<file path="src/mbd_pkg.sv">
`default_nettype none

package mbd_pkg;

    // item field widths
    localparam int TQ_W       = 16;
    localparam int CFG_DATA_W = 24;
    localparam int CFG_IDX_W  = 2;
    localparam int GAIN_W     = 24;
    localparam int ACC_W      = 32;

    // internal datapath widths
    localparam int SUM_W      = 18;  // sum of four torques
    localparam int FORCE_W    = 35;  // torque sum times inverse radius
    localparam int LR_W       = 32;  // lever arm times inverse radius
    localparam int PROD_W     = 51;  // torque sum times LR
    localparam int XY_W       = 33;  // cordic vector
    localparam int Z_W        = 33;  // cordic angle, q30
    localparam int TRIG_W     = 18;  // cos and sin, q16
    localparam int WSUM_W     = 54;  // force times trig, q16.32
    localparam int MAG_W      = 42;  // magnitude fed to the scaler
    localparam int MAG_SPLIT  = 21;  // low half of the magnitude split

    localparam int TRIG_SHIFT = 14;
    localparam int TZ_SHIFT   = 8;
    localparam int Q_SHIFT    = 16;
    localparam int ATAN_LEN   = 24;

    localparam logic [CFG_IDX_W-1:0] REG_INV_WHEEL_RADIUS = 2'd0;
    localparam logic [CFG_IDX_W-1:0] REG_LEVER_ARM        = 2'd1;
    localparam logic [CFG_IDX_W-1:0] REG_INV_MASS         = 2'd2;
    localparam logic [CFG_IDX_W-1:0] REG_INV_INERTIA      = 2'd3;

    localparam logic [15:0]         RST_INV_WHEEL_RADIUS = 16'd256;
    localparam logic [15:0]         RST_LEVER_ARM        = 16'd256;
    localparam logic [GAIN_W-1:0]   RST_INV_MASS         = 24'd65536;
    localparam logic [GAIN_W-1:0]   RST_INV_INERTIA      = 24'd65536;

    localparam logic signed [XY_W-1:0] CORDIC_GAIN = 33'sh026DD3B6A;
    localparam logic signed [Z_W-1:0]  HALF_PI_Q30 = 33'sd1686629713;
    localparam logic signed [Z_W-1:0]  PI_Q30      = 33'sd3373259426;

    localparam logic signed [ACC_W-1:0] ACC_MAX = 32'sh7FFF_FFFF;
    localparam logic signed [ACC_W-1:0] ACC_MIN = 32'sh8000_0000;

    // arctangent of 2^-i in q30, truncated
    localparam logic [31:0] ATAN_TAB [ATAN_LEN] = '{
        32'h3243F6A8, 32'h1DAC6705, 32'h0FADBAFC, 32'h07F56EA6,
        32'h03FEAB76, 32'h01FFD55B, 32'h00FFFAAA, 32'h007FFF55,
        32'h003FFFEA, 32'h001FFFFD, 32'h000FFFFF, 32'h0007FFFF,
        32'h0003FFFF, 32'h0001FFFF, 32'h0000FFFF, 32'h00007FFF,
        32'h00003FFF, 32'h00001FFF, 32'h00000FFF, 32'h000007FF,
        32'h000003FF, 32'h000001FF, 32'h000000FF, 32'h0000007F
    };

    typedef struct packed {
        logic signed [TQ_W-1:0] vx;
        logic signed [TQ_W-1:0] vy;
        logic signed [TQ_W-1:0] wz;
    } vel_t;

    typedef struct packed {
        logic signed [XY_W-1:0] x;
        logic signed [XY_W-1:0] y;
        logic signed [Z_W-1:0]  z;
    } rot_t;

    // values that ride along the cordic chain
    typedef struct packed {
        logic signed [FORCE_W-1:0] bfx;
        logic signed [FORCE_W-1:0] bfy;
        logic [LR_W-1:0]           lr;
        logic signed [SUM_W-1:0]   st;
        logic                      flip;
        vel_t                      vel;
    } side_t;

    typedef struct packed {
        vel_t                    vel;
        logic signed [ACC_W-1:0] ax;
        logic signed [ACC_W-1:0] ay;
        logic signed [ACC_W-1:0] az;
    } res_t;

endpackage

`default_nettype wire

</file>
<file path="src/mbd_scale.sv">
`default_nettype none

// sign-magnitude times unsigned gain, truncated toward zero to q16, saturated
module mbd_scale (
    input  wire logic                              aclk,
    input  wire logic                              ce,
    input  wire logic                              sign_in,
    input  wire logic [mbd_pkg::MAG_W-1:0]         mag_in,
    input  wire logic [mbd_pkg::GAIN_W-1:0]        gain,
    output logic signed [mbd_pkg::ACC_W-1:0]       acc_out
);
    import mbd_pkg::*;

    localparam int PART_W = MAG_W - MAG_SPLIT + GAIN_W;
    localparam int LO_W   = MAG_SPLIT + GAIN_W;
    localparam int SCL_W  = PART_W + MAG_SPLIT - Q_SHIFT + 1;

    localparam logic [SCL_W-1:0] POS_LIMIT = SCL_W'(64'h0000_0000_7FFF_FFFF);
    localparam logic [SCL_W-1:0] NEG_LIMIT = SCL_W'(64'h0000_0000_8000_0000);

    logic                    a_sign_reg;
    logic [PART_W-1:0]       a_hi_reg;
    logic [LO_W-1:0]         a_lo_reg;
    logic                    b_sign_reg;
    logic [SCL_W-1:0]        b_mag_reg;
    logic signed [ACC_W-1:0] acc_reg;
    logic signed [ACC_W-1:0] acc_next;
    logic [SCL_W-1:0]        mag_next;

    // partial products over the two halves of the magnitude
    always_ff @(posedge aclk) begin
        if (ce) begin
            a_sign_reg <= sign_in;
            a_hi_reg   <= PART_W'(mag_in[MAG_W-1:MAG_SPLIT]) * PART_W'(gain);
            a_lo_reg   <= LO_W'(mag_in[MAG_SPLIT-1:0]) * LO_W'(gain);
        end
    end

    assign mag_next = (SCL_W'(a_hi_reg) << (MAG_SPLIT - Q_SHIFT))
                    + SCL_W'(a_lo_reg >> Q_SHIFT);

    always_ff @(posedge aclk) begin
        if (ce) begin
            b_sign_reg <= a_sign_reg;
            b_mag_reg  <= mag_next;
        end
    end

    always_comb begin
        if (!b_sign_reg) begin
            acc_next = (b_mag_reg > POS_LIMIT) ? ACC_MAX : $signed(b_mag_reg[ACC_W-1:0]);
        end else begin
            acc_next = (b_mag_reg > NEG_LIMIT) ? ACC_MIN : -$signed(b_mag_reg[ACC_W-1:0]);
        end
    end

    always_ff @(posedge aclk) begin
        if (ce) begin
            acc_reg <= acc_next;
        end
    end

    assign acc_out = acc_reg;

endmodule

`default_nettype wire

</file>
<file path="config.mk">
export PLATFORM = sky130hd
export DESIGN_NAME = mbd_scale
export DESIGN_NICKNAME = d
export VERILOG_FILES = /design/src/mbd_pkg.sv /design/src/mbd_scale.sv
export SDC_FILE = /design/constraint.sdc
export NUM_CORES = 2
export LEC_CHECK = 0
export ABC_AREA = 1
export ABC_CLOCK_PERIOD_IN_PS = 9350
export BUFFER_PORTS_ARGS = -buffer_cell sky130_fd_sc_hd__buf_4
export CORE_MARGIN = 3
export CORE_UTILIZATION = 50
export DETAILED_ROUTE_END_ITERATION = 16
export HOLD_SLACK_MARGIN = 0.15
export MAX_ROUTING_LAYER = met4
export PLACE_DENSITY = 0.66
export SLEW_MARGIN = 20
export SYNTH_ARGS = -nofsm -noshare
export SYNTH_HDL_FRONTEND = slang
export SYNTH_SLANG_ARGS = --single-unit
</file>
<file path="constraint.sdc">
create_clock -name aclk -period 9.35 [get_ports aclk]
set_clock_uncertainty 0.05 [all_clocks]
set_input_delay 0.935 -clock aclk [delete_from_list [all_inputs] [get_ports aclk]]
set_output_delay 0.935 -clock aclk [all_outputs]
set_load 0.005 [all_outputs]
</file>
After elaboration in Yosys (flattened, before gate mapping). Cells that the tools add are included.

$add $sub $neg: 2. Magnitude comparators: 2. Multipliers: 2. Multiplexer cells: 3.

Operator list (count): 32-bit two-way mux (3); 21-bit by 24-bit multiplier with 45-bit output (2); 50-bit by 29-bit adder with 51-bit output (1); 51-bit by 31-bit greater-than comparator with 1-bit output, second input constant (1); 51-bit by 32-bit greater-than comparator with 1-bit output, second input constant (1); 32-bit negator (1).

Word-level logic and storage cells: 15. Bits in registers: 175. Input bits: 69.

Depth between registers and ports, before layout.
Depth after elaboration: 3. Gate-level depth with buffers: 30.

Worst setup path before layout. Ideal clock, no wire load.

Kind: input -> register. Start point: in gain[19] in the netlist's numbering. End point: reg a_lo_reg[39], data pin. Cell stages on the path: 25. Arrival: 6.559 ns. Slack: 2.488 ns. Path buffers: 2. Cell sequence: clkbuf_1 > clkbuf_1 > nand2_1 > fa_1 > inv_1 > fa_1 > inv_1 > fa_1 > inv_1 > fa_1 > fa_1 > fa_1 > inv_1 > fa_1 > inv_1 > ha_1 > nand2_1 > nor2_1 > inv_1 > nor2_1 > inv_1 > nor4_1 > nand3_1 > nand4_1 > nand2_1.

Longest elaborated chain between the ends: 1.

RTL lines: start, declared (line mbd_scale.sv:9) `input wire logic [mbd_pkg::GAIN_W-1:0] gain,`; 21-bit by 24-bit multiplier with 45-bit output (line mbd_scale.sv:35) `a_lo_reg <= LO_W'(mag_in[MAG_SPLIT-1:0]) * LO_W'(gain);`; end signal, assigned (line mbd_scale.sv:35); end, declared (line mbd_scale.sv:23) `logic [LO_W-1:0] a_lo_reg;`.

Every way passes these cells. A chain may end at the register's enable or synchronous reset.

Worst setup path in the final report.
Start point: in gain[11] in the netlist's numbering. End point: reg a_lo_reg[39], data pin.

Same word-level chain as after synthesis.

==> results.ini <==
[synthesis]
synthDistinctLibCells = 43
yosysSeqAreaShare = 0.111
synthFlopType = edfxtp_1
synth_edf_count = 159
async_reset_ff_frac = 0
syn-num-nets = 6845
yosysWarnings = 0
syn_area_per_cell_um2 = 7.70
syn-cell-area_um2 = 43200
synth_cells = 5613
ys_seq_elements = 159

[worst_setup_path]
r2r_end = acc_out[12]
cp-endpoint = a_lo_reg[39]
worst-endpoint-required_ps = 9500
reg2reg_depth = 5
cp-end-kind = flop
critical_path_depth = 22
rr_startpoint = b_sign_reg
cp_num_buf_inv = 6
worstPathArrival_ps = 7310
cp-startpoint = gain[11]
cp-start-kind = primary input
crit_family = adder cells
crit_top_cell = fa_1
r2r_slack_ps = 6590
crit_path_max_incr_delay_ps = 570
path_cells = buf_4 -> nand2_1 -> fa_1 -> inv_1 -> fa_1 -> fa_1 -> fa_1 -> fa_1 -> fa_1 -> inv_1 -> fa_1 -> inv_1 -> ha_1 -> nand2_1 -> nor2_1 -> inv_1 -> nor2_1 -> inv_1 -> nor4_1 -> nand3_1 -> nand4_1 -> nand2_1
criticalPathCategory = in -> reg
cp_slowest_cell = fa_1
worstPathMaxFanout = 42

[sta]
period_share = 0.766
finalHoldViolations = 0
min_period_ps = 7160
setup_tns_ps = 0
fmax_mhz = 140
worst_pin_slew_ps = 973
relSlewSlack = 0.347
setup_viol = 0
drv_slew = 0
rsz0062_at_grt = no

[cells_and_area]
drive_gt1_frac = 0.0289
nets = 6756
fillCellCount = 8441
syn_to_final_growth_pct = 4.56
largest_reg_flops = 51
fin_area_um2 = 45200

[global_route]
antenna_found_initial = 1
grt_start_max_net_pins = 81
grt_use_total = 0.279
gr-total-overflow = 0
grt_pass1_vias = 36800
grt_first_pass_wirelength_mm = 194

[die]
fp.dieW_um = 300
start_util = 0.506
io_pins = 101
die_height_um = 300
core-area_um2 = 85400
dieArea_um2 = 90000
rows = 107

[route]
remaining_drc_errors = 0
avgRoutedWirePerCell_um = 17.4
drtIter0Drc = 2301
avgViaCountPerCell = 5.13
first_pass_iters = 6
dr_total_vias = 34200
wl_mm = 116
ant_nets = 0

[worst_hold_path]
hold_class = reg -> reg

[clocking]
cts-root-buf = clkbuf_16
ctsResizeCount = 0
cts_buffers = 17
postCtsHoldBufs = 0
h-tree-depth = 4
insertion_delay_ps = 450
cts.clk_slew.worst_paths_ps = 60
clock-sinks = 159
clk_path_buf_depth = 2
cts_tree = yes
postCtsSetupRepairBufs = 0

[placed_design]
portBuffers = 100
placed_cell_area_um2 = 44600
gp_congestion = 0.985
hpwl_mm = 93.3

[run_status]
status = completed

[job]
drv_cap = 0

-- through the flow --
step	hold slack, ps	worst slack, ps	util	cells
after floorplan	350	2490	-	5613
after global placement	354	1830	0.522	6649
after detailed placement	357	1770	0.522	6649
after CTS	375	2240	0.529	6680
after global routing	381	1860	0.529	6681
final	372	2190	0.529	6681
-- cells in the final DEF (no fill, tap or decap), types with 19 or more instances in the layout --
master	netlist	layout
nand4_1	40	40
buf_4	2	101
xor2_1	86	86
a21oi_1	161	161
nand3_1	113	113
o21ai_0	94	94
nor2_1	262	262
fa_1	830	830
nand2_1	1522	1522
inv_1	1630	1630
nor3_1	43	43
ha_1	333	333
edfxtp_1	159	159
xnor2_1	19	19
-- cell usage after synthesis, types with 8 or more instances --
cell type,count,share of area
nor2_1,262,0.023
nor3_1,43,0.0050
nand4_1,40,0.0058
xor2_1,86,0.017
edfxtp_1,159,0.11
nor4_1,8,0.0012
clkbuf_1,206,0.018
nand3_1,113,0.013
fa_1,830,0.38
o21ai_1,8,0.00093
o21ai_0,94,0.011
a21o_1,16,0.0028
nand2_1,1522,0.13
o21a_1,12,0.0021
inv_1,1630,0.14
a21oi_1,161,0.019
xnor2_1,19,0.0039
ha_1,333,0.096
-- routing by layer --
layer	part of all wire	vias to the layer above	global-route usage
li1	-	16000	-
met1	0.44	17000	0.378
met2	0.47	1109	0.451
met3	0.063	187	0.0303
met4	0.027	0	0.0725
met5	0	-	-
-- cells by family (layout without fill, tap and decap cells) --
| logic type | count (synthesis) | count (layout) | share of synthesized area |
|---|---|---|---|
| and+or+nand+nor | 2023 | 2023 | 0.186 |
| buffers and inverters | 1847 | 1770 | 0.161 |
| adders and majority gates | 1163 | 1163 | 0.481 |
| AOI/OAI and AO/OA | 316 | 316 | 0.0398 |
| DFF | 159 | 159 | 0.111 |
| xor gates and xnor gates | 105 | 105 | 0.0213 |
| other | 0 | 1 | 0 |
-- how the worst min path moves through the flow --
| stage | cells past startpoint | startpoint | endpoint |
|---|---|---|---|
| global route | 0 | a_lo_reg[17] | b_mag_reg[1] |
| floorplan | 0 | a_lo_reg[16] | b_mag_reg[0] |
| finish | 0 | a_lo_reg[16] | b_mag_reg[0] |
| detailed placement | 0 | a_sign_reg | b_sign_reg |
| global placement | 0 | a_lo_reg[16] | b_mag_reg[0] |
| CTS | 0 | a_lo_reg[16] | b_mag_reg[0] |
-- final cells by class --
type                    instances  area, um^2  area share
multi-input cells            3607       31500       0.697
inverters                    1637        6140       0.136
flip-flops and latches        159        4770       0.106
well taps                    1144        1430      0.0317
repair buffers                102         769      0.0170
clock buffers                  18         429     0.00950
clock inverters                13         141     0.00313
diodes                          1        2.50   0.0000554
Power is not shown: default switching activity piles up to over one toggle a cycle in this logic, so the estimate is an artifact.
