==> config.mk <==
export PLATFORM = sky130hd
export DESIGN_NAME = mbd_cordic_cell
export DESIGN_NICKNAME = d
export VERILOG_FILES = /design/src/mbd_pkg.sv /design/src/mbd_cordic_cell.sv
export SDC_FILE = /design/constraint.sdc
export NUM_CORES = 1
export LEC_CHECK = 0
export BUFFER_PORTS_ARGS = -buffer_cell sky130_fd_sc_hd__buf_4
export CAP_MARGIN = 10
export CORE_AREA = 5 5 208 210
export CTS_BUF_LIST = sky130_fd_sc_hd__clkbuf_16
export DETAILED_ROUTE_END_ITERATION = 8
export DIE_AREA = 0 0 213 215
export PLACE_DENSITY_LB_ADDON = 0.25
export SLEW_MARGIN = 5
export SYNTH_ARGS = -nofsm -noshare
export SYNTH_HDL_FRONTEND = slang
export SYNTH_SLANG_ARGS = --single-unit
==> constraint.sdc <==
create_clock -name aclk -period 3.5 [get_ports aclk]
set_clock_uncertainty 0.15 [all_clocks]
set_input_delay 0.35 -clock aclk [delete_from_list [all_inputs] [get_ports aclk]]
set_output_delay 0.35 -clock aclk [all_outputs]
set_load 0.01 [all_outputs]
==> src/mbd_pkg.sv <==
`default_nettype none

package mbd_pkg;

    // item field widths
    localparam int TQ_W       = 16;
    localparam int CFG_DATA_W = 24;
    localparam int CFG_IDX_W  = 2;
    localparam int GAIN_W     = 24;
    localparam int ACC_W      = 32;

    // internal datapath widths
    localparam int SUM_W      = 18;  // sum of four torques
    localparam int FORCE_W    = 35;  // torque sum times inverse radius
    localparam int LR_W       = 32;  // lever arm times inverse radius
    localparam int PROD_W     = 51;  // torque sum times LR
    localparam int XY_W       = 33;  // cordic vector
    localparam int Z_W        = 33;  // cordic angle, q30
    localparam int TRIG_W     = 18;  // cos and sin, q16
    localparam int WSUM_W     = 54;  // force times trig, q16.32
    localparam int MAG_W      = 42;  // magnitude fed to the scaler
    localparam int MAG_SPLIT  = 21;  // low half of the magnitude split

    localparam int TRIG_SHIFT = 14;
    localparam int TZ_SHIFT   = 8;
    localparam int Q_SHIFT    = 16;
    localparam int ATAN_LEN   = 24;

    localparam logic [CFG_IDX_W-1:0] REG_INV_WHEEL_RADIUS = 2'd0;
    localparam logic [CFG_IDX_W-1:0] REG_LEVER_ARM        = 2'd1;
    localparam logic [CFG_IDX_W-1:0] REG_INV_MASS         = 2'd2;
    localparam logic [CFG_IDX_W-1:0] REG_INV_INERTIA      = 2'd3;

    localparam logic [15:0]         RST_INV_WHEEL_RADIUS = 16'd256;
    localparam logic [15:0]         RST_LEVER_ARM        = 16'd256;
    localparam logic [GAIN_W-1:0]   RST_INV_MASS         = 24'd65536;
    localparam logic [GAIN_W-1:0]   RST_INV_INERTIA      = 24'd65536;

    localparam logic signed [XY_W-1:0] CORDIC_GAIN = 33'sh026DD3B6A;
    localparam logic signed [Z_W-1:0]  HALF_PI_Q30 = 33'sd1686629713;
    localparam logic signed [Z_W-1:0]  PI_Q30      = 33'sd3373259426;

    localparam logic signed [ACC_W-1:0] ACC_MAX = 32'sh7FFF_FFFF;
    localparam logic signed [ACC_W-1:0] ACC_MIN = 32'sh8000_0000;

    // arctangent of 2^-i in q30, truncated
    localparam logic [31:0] ATAN_TAB [ATAN_LEN] = '{
        32'h3243F6A8, 32'h1DAC6705, 32'h0FADBAFC, 32'h07F56EA6,
        32'h03FEAB76, 32'h01FFD55B, 32'h00FFFAAA, 32'h007FFF55,
        32'h003FFFEA, 32'h001FFFFD, 32'h000FFFFF, 32'h0007FFFF,
        32'h0003FFFF, 32'h0001FFFF, 32'h0000FFFF, 32'h00007FFF,
        32'h00003FFF, 32'h00001FFF, 32'h00000FFF, 32'h000007FF,
        32'h000003FF, 32'h000001FF, 32'h000000FF, 32'h0000007F
    };

    typedef struct packed {
        logic signed [TQ_W-1:0] vx;
        logic signed [TQ_W-1:0] vy;
        logic signed [TQ_W-1:0] wz;
    } vel_t;

    typedef struct packed {
        logic signed [XY_W-1:0] x;
        logic signed [XY_W-1:0] y;
        logic signed [Z_W-1:0]  z;
    } rot_t;

    // values that ride along the cordic chain
    typedef struct packed {
        logic signed [FORCE_W-1:0] bfx;
        logic signed [FORCE_W-1:0] bfy;
        logic [LR_W-1:0]           lr;
        logic signed [SUM_W-1:0]   st;
        logic                      flip;
        vel_t                      vel;
    } side_t;

    typedef struct packed {
        vel_t                    vel;
        logic signed [ACC_W-1:0] ax;
        logic signed [ACC_W-1:0] ay;
        logic signed [ACC_W-1:0] az;
    } res_t;

endpackage

`default_nettype wire

==> src/mbd_cordic_cell.sv <==
`default_nettype none

// one rotation-mode cordic iteration with a register behind it
module mbd_cordic_cell #(
    parameter int STAGE = 0
) (
    input  wire logic          aclk,
    input  wire logic          aresetn,
    input  wire logic          ce,
    input  wire logic          in_valid,
    input  wire mbd_pkg::rot_t in_rot,
    input  wire mbd_pkg::side_t in_side,
    output logic               out_valid,
    output mbd_pkg::rot_t      out_rot,
    output mbd_pkg::side_t     out_side
);
    import mbd_pkg::*;

    localparam logic signed [Z_W-1:0] ATAN_STEP = Z_W'(ATAN_TAB[STAGE]);

    logic signed [XY_W-1:0] x_sh;
    logic signed [XY_W-1:0] y_sh;
    rot_t                   rot_next;
    logic                   valid_reg;
    rot_t                   rot_reg;
    side_t                  side_reg;

    always_comb begin
        x_sh = in_rot.x >>> STAGE;
        y_sh = in_rot.y >>> STAGE;
        if (!in_rot.z[Z_W-1]) begin
            rot_next.x = in_rot.x - y_sh;
            rot_next.y = in_rot.y + x_sh;
            rot_next.z = in_rot.z - ATAN_STEP;
        end else begin
            rot_next.x = in_rot.x + y_sh;
            rot_next.y = in_rot.y - x_sh;
            rot_next.z = in_rot.z + ATAN_STEP;
        end
    end

    always_ff @(posedge aclk) begin
        if (!aresetn) begin
            valid_reg <= 1'b0;
        end else if (ce) begin
            valid_reg <= in_valid;
        end
    end

    always_ff @(posedge aclk) begin
        if (ce) begin
            rot_reg  <= rot_next;
            side_reg <= in_side;
        end
    end

    assign out_valid = valid_reg;
    assign out_rot   = rot_reg;
    assign out_side  = side_reg;

endmodule

`default_nettype wire

# Yosys cells after proc, flatten, opt, wreduce, memory -nomap -nowiden
# Index checks and enable logic that the tools add are counted.
# Widths: inputs -> output; s select.
dict set report word_totals {
  register_bits 269
  output_inout_bits 269
  elab_cells 18
}
dict set report op_classes {
  mux 1
  addsub 5
}
# cell n
set op_table {}
lappend op_table {{$mux 99} 1}
lappend op_table {{$sub 33x33->33} 2}
lappend op_table {{$add 33x31->33 const B} 1}
lappend op_table {{$add 33x33->33} 1}
lappend op_table {{$sub 33x31->33 const B} 1}

# Logic depth before layout (Yosys ltp)
# Gate-level depths: netlist of the first run.
dict set report logic_depth {
  ltp_word 2
  ltp_mapped 13
  ltp_nobuf 13
}

# Worst setup path before layout of the first run
# No wires, ideal clock.
dict set report synth_path {
  kind {input -> register}
  from {input port in_rot[32] in the netlist's numbering}
  to {register rot_reg (netlist bit out_rot[25]) (data pin)}
  arrival_time_ns 3.284
  path_stages 13
  n_path_buf 1
  setup_ns 0.265
  slack_ns -0.199
  cell_sequence {clkinv_1 -> clkbuf_1 -> fa_1 -> a211oi_1 -> o21bai_1 -> o21ai_1 -> a21oi_1 -> a211o_1 -> a221o_1 -> a31oi_2 -> nor2_1 -> or2_1 -> xor2_1}
}
# item line
set synth_rtl {}
lappend synth_rtl {{from (decl)} mbd_cordic_cell.sv:11} ;# input wire mbd_pkg::rot_t in_rot,
lappend synth_rtl {{to (signal assigned)} mbd_cordic_cell.sv:52} ;# rot_reg <= rot_next;
lappend synth_rtl {{to (decl)} mbd_cordic_cell.sv:25} ;# rot_t rot_reg;

==> metrics, run 1 <==
initial DRC count roughly 1,100; switching component of the power ~3.0 mW; Critical Path RT 3.66 ns; Nets ~2,500; FMAX 296 MHz; Cell Area, Synth approximately 0.015 mm^2; register share of total power roughly 40%; TritonCTS clock tree yes; CP Class in2reg; residual DRC count 0; Yosys cell types 73; post-DR wirelength/cell about 24 um; slowest cell delay on critical path 0.56 ns; Simple-Gate Fraction of Synth Area 9.04%; Yosys warnings 0; Std-Cell Rows 75; Synth Area in Compound Gates ~16%; first-pass GRT wire length between 90,000 and 100,000 um; Detail Route Antenna Nets 0; Slew Viols, Final 0; status completed; vias between 10,000 and 15,000; Clk Latency, worst-skew pair about 0.57 ns; cell accounting for the most synthesized area edfxtp_1; Hold WC Path Type in2reg; Layout area overhead 55.4%; Root Buffer clkbuf_16; crit-path cells dlygate4sd3_1 -> buf_4 -> fa_2 -> a211oi_2 -> o21bai_1 -> o21ai_1 -> a21oi_1 -> a211o_1 -> a221o_1 -> a31oi_4 -> nor2_1 -> or2_1 -> xor2_1; leak pwr just over 10 nW; Synth top area share ~54%; Inserted Clock Buffers 31; Cell Int Power approximately 7.3 mW; MaxCap Viol Count 0; clock slew at reported path FFs roughly 0.060 ns; Final Hold Fails 0; largest family of logic cells by synthesized area compound AO/OA/AOI/OAI gates; Post-synth ARST share 0%; final setup TNS 0 ns; WP buf/inv 2; synthesized net count 1,692; WL final roughly 63,000 um; Vias/cell a little over 5; endpoints failing setup 0; Die X-Extent about 210 um; DP Wirelength ~50,000 um; RSZ-0062 raised after global routing false; initial antenna violation count 14; Die Ht 215 um; crit-path leading delay family compound AO/OA/AOI/OAI gates; Avg Cell Area, Syn approximately 11 um^2; WP data arrival about 3.5 ns; R2R depth 3; mux cell area share after synthesis less than 1%; VDD IR max about 0.00039 V; clock share of power around a third; starting density of the core a little over a third; critical-path maximum fanout 3; WP depth 13; ys flop type edfxtp_1; CORE AREA slightly above 0.04 mm^2; Final min period approximately 3.4 ns; Synth Area in Adders a little over a tenth; most frequent cells in the layout 639 x buf_4, 267 x edfxtp_1, 177 x dlygate4sd3_1, 130 x a21oi_1, 124 x ha_1; H-Tree Depth 1; gr ovfl total 0; # IOs about 540; Num Clock Sinks between 200 and 300; P per Cell Area 450 mW/mm^2; Port Buffers between 500 and 600; Synth area leaders edfxtp_1 54%, ha_1 10%, xnor2_1 4.5%; power share of the combinational group approximately 28%; CP startpoint kind primary input; Clock Path Buffers 3; EDFF count, synth 267; switching fraction of total power between 20% and 30%; CP Capture Type register; layout cells sized above 1 33.8%; Hold Path Depth 3; r2r setup slk 2.19 ns; Tcrit/Tclk final a little over nine tenths; Total Routing Usage GR a little over a quarter; Slowest cell on crit path dlygate4sd3_1; Seq/Total Area, Yosys 54.2%; DIE AREA roughly 0.046 mm^2; DRT Pass-1 Iters 5; worst hold margin about 0.034 ns; GPL Wtd Cong between 0.9 and 1; vias in the first global route 13,800; XOR/XNOR Fraction of Synth Area 5.20%; Worst-Margin Slew approximately 0.9 ns; largest net degree at the start of global routing 84; number of synthesized register bits 268; synthesized instance count around 1,300; most common cell after layout, fill and taps aside buf_4; relative slew slack about two fifths
power groups by stage:
| stage | Sequential, mW | Clock (mW) | Combinational, mW |
|---|---|---|---|
| after global placement | 4.18 | 0 | 2.66 |
| after global routing | 4.15 | 3.59 | 3.07 |
| after CTS | 4.12 | 3.46 | 2.86 |
| after floorplan | 4.33 | 0 | 1.00 |
| after detailed placement | 4.18 | 0 | 2.66 |
| final | 4.12 | 3.38 | 2.88 |
path summary, 6_finish.rpt:
path	startpoint	end
min	in_rot[66]	out_rot[66]
min reg2reg	out_valid	out_valid
max	in_rot[3]	out_rot[25]
max reg2reg	out_valid	out_valid
per-stage QoR:
| stage | total power [mW] | cell area (um^2) | util (%) | std cells | setup WS, ns |
|---|---|---|---|---|---|
| after floorplan | 5.33 | 14800 | - | 1292 | 0.00944 |
| after global placement | 6.84 | 20200 | 48.8 | 2430 | -0.0557 |
| after detailed placement | 6.84 | 20200 | 48.8 | 2430 | -0.105 |
| after CTS | 10.4 | 23000 | 55.6 | 2663 | 0.00478 |
| after global routing | 10.8 | 23000 | 55.7 | 2674 | 0.0140 |
| final | 10.4 | 23000 | 55.7 | 2675 | 0.124 |
layout make-up:
| cell class | instances | area [um^2] |
|---|---|---|
| antenna | 11 | 27.5 |
| clock buffer | 31 | 776 |
| clock inverter | 25 | 270 |
| fill | 3478 | 18300 |
| inverter | 107 | 402 |
| multi-input combinational | 874 | 6220 |
| sequential | 268 | 8040 |
| tap | 539 | 674 |
| timing repair buffer | 820 | 6640 |
repair_timing:
item / in CTS / in global routing
hold buffers: 177 / 0
hold endpoints to repair: 175 / 0
endpoints found under the setup margin: 0 / 4
buffers inserted: 0 / 1
gates resized for setup: 0 / 3
cells by family after synthesis:
logic type                 after synthesis
and+or+nand+nor                        281
adders and majority gates              128
DFF                                    268
buffers and inverters                  150
muxes                                   13
AOI/OAI and AO/OA                      364
xor gates and xnor gates                88
worst min-delay path: stages:
cell and delay (ns):
buf_4 0.09, ha_1 0.11, inv_1 0.03
state kept, by name, summed over array words and instances, names as in the netlist:
register and flops:
out_valid 1, out_side 169, out_rot 98
layer usage:
| metal | vias to the layer above | GRT usage [%] | share of wire [%] |
|---|---|---|---|
| met2 | 608 | 44.7 | 49 |
| met1 | 6674 | 34.2 | 41 |
| met5 | - | 0 | 0.040 |
| met4 | 4 | 8.19 | 3.4 |
| met3 | 97 | 4.35 | 7.0 |
| li1 | 6342 | - | - |
cell usage after synthesis, drive strengths merged (13+ instances only):
master and n:
buf 18, nand2 69, a21o 29, mux2i 13, nor3 21, nand2b 13, inv 103, edfxtp 267
xnor2 76, a31oi 13, nand4 13, ha 124, o21bai 25, o21ai 85, nor2b 14, clkbuf 25
nand3 22, a21oi 132, nor2 85
Power figures use the tool's default switching activity.
==> run 2, diff against run 1 <==
- CELL_PAD_IN_SITES_DETAIL_PLACEMENT: not set -> 0
- CELL_PAD_IN_SITES_GLOBAL_PLACEMENT: not set -> 1
- CORE_AREA: 5 5 208 210 -> not set
- CORE_MARGIN: not set -> 5
- CORE_UTILIZATION: not set -> 35
- DIE_AREA: 0 0 213 215 -> not set
==> metrics, run 2 (synthesis results as in run 1) <==
R2R depth 3; CP startpoint kind primary input; H-Tree Depth 1; DRT met1 WL between 20,000 and 30,000 um; Final min period 3.38 ns; CP Class in2reg; Num Clock Sinks roughly 270; P per Cell Area roughly 450 mW/mm^2; Detail Route Antenna Nets 0; Root Buffer clkbuf_16; post-DR wirelength/cell between 20 and 25 um; Critical Path RT between 3 and 4 ns; Slew Viols, Final 0; Std-Cell Rows 75; DRT Pass-1 Iters 5; Layout area overhead 54.6%; met2 wire len 31,200 um; endpoints failing setup 0; Hold Path Depth 3; TritonCTS clock tree yes; Hold WC Path Type in2reg; status completed; highest routed layer met5; Nets roughly 2,500; FMAX approximately 300 MHz; VDD IR max between 0.0003 and 0.0004 V; starting density of the core between 30% and 40%; critical-path maximum fanout 3; initial antenna violation count 4; initial DRC count around 1,300; MaxCap Viol Count 0; metal3 WL 3870 um; vias in the first global route 13,700; layout cells sized above 1 33.6%; final core occ between 50 and 60%; Port Buffers 540; Clk Latency, worst-skew pair 0.58 ns; DP Wirelength 49,600 um; Total Routing Usage GR approximately 26%; relative slew slack 33.7%; gr ovfl total 0; Tcrit/Tclk final slightly below 100%; largest net degree at the start of global routing 84; CP Capture Type register; residual DRC count 0; first-pass GRT wire length 92,000 um; # IOs between 500 and 600; total power approximately 10 mW; DIE AREA 0.0466 mm^2; Die X-Extent between 200 and 250 um; vias ~14,000; CORE AREA 0.0419 mm^2; Vias/cell 5.15; Inserted Clock Buffers 31; Die Ht ~220 um; WP data arrival around 3.6 ns; most frequent cells in the layout 636 x buf_4, 267 x edfxtp_1, 176 x dlygate4sd3_1, 130 x a21oi_1, 124 x ha_1; Worst-Margin Slew 0.994 ns; Final Hold Fails 0; WL final approximately 64,000 um; most common cell after layout, fill and taps aside buf_4; leak pwr between 10 and 15 nW; number of flip-flops in the largest register 169; GPL Wtd Cong roughly 0.96; Clock Path Buffers 3; clock slew at reported path FFs ~0.06 ns; r2r setup slk 2.18 ns
==> run 2: cell count changes in the layout (fill, tap and decap cells not counted), sizes merged <==
cell,previous run,this run
clkinv,13,15
buf,643,639
clkinvlp,4,2
diode,11,3
bufinv,5,4
dlygate4sd3,177,176
==> run 2: routing by layer <==
layer | vias to the layer above | track usage (%)
met5 | - | 0
met4 | 2 | 6.49
met3 | 91 | 4.62
met2 | 554 | 44.8
met1 | 6694 | 33.7
li1 | 6361 | -
==> run 2: per-stage QoR <==
step | worst slack, ns | instances | hold slack (ns) | cell area (um^2) | setup TNS, ns
2_1_floorplan | 0.00944 | 1292 | 0.299 | 14800 | 0
3_3_place_gp | 0.0100 | 2427 | 0.356 | 20100 | 0
3_5_place_dp | -0.104 | 2427 | 0.374 | 20100 | -0.182
4_1_cts | 0.0522 | 2658 | 0.0180 | 22900 | 0
5_1_grt | -0.0408 | 2659 | 0.0424 | 22900 | -0.0711
6_report | 0.118 | 2661 | 0.0481 | 22900 | 0
==> run 2: path summary, 6_finish.rpt <==
kind	from	end
worst max-delay path	in_rot[3]	out_rot[25]
worst min-delay path	in_rot[66]	out_rot[66]
worst max register to register	out_valid	out_valid
worst min register to register	out_valid	out_valid
==> run 2: final cells by class <==
cell class                 instances  area (um^2)
antenna                            3         7.51
clock buffer                      31          776
clock inverter                    24          221
fill                            3668        19000
inverter                         107          402
multi-input combinational        874         6220
sequential                       268         8040
tap                              539          674
timing repair buffer             815         6590
==> run 2: power breakdown <==
group	total [mW]	internal (mW)	switching (mW)
registers	4.11	3.98	0.127
logic	2.87	1.36	1.51
clock network	3.24	1.89	1.34
==> run 2: timing repair <==
item | in CTS | in global routing
hold endpoints to repair | 175 | 0
hold buffers | 176 | 0
gates resized for setup | 0 | 4
setup buffers | 0 | 0
endpoints found under the setup margin | 0 | 4
==> run 2: worst max-delay path: stages <==
cell,delay [ns]
dlygate4sd3_1,0.55
buf_4,0.15
fa_1,0.46
a211oi_2,0.28
o21bai_2,0.13
o21ai_2,0.14
a21oi_1,0.10
a211o_1,0.31
a221o_1,0.36
a31oi_4,0.25
nor2_1,0.09
or2_1,0.24
xor2_1,0.14
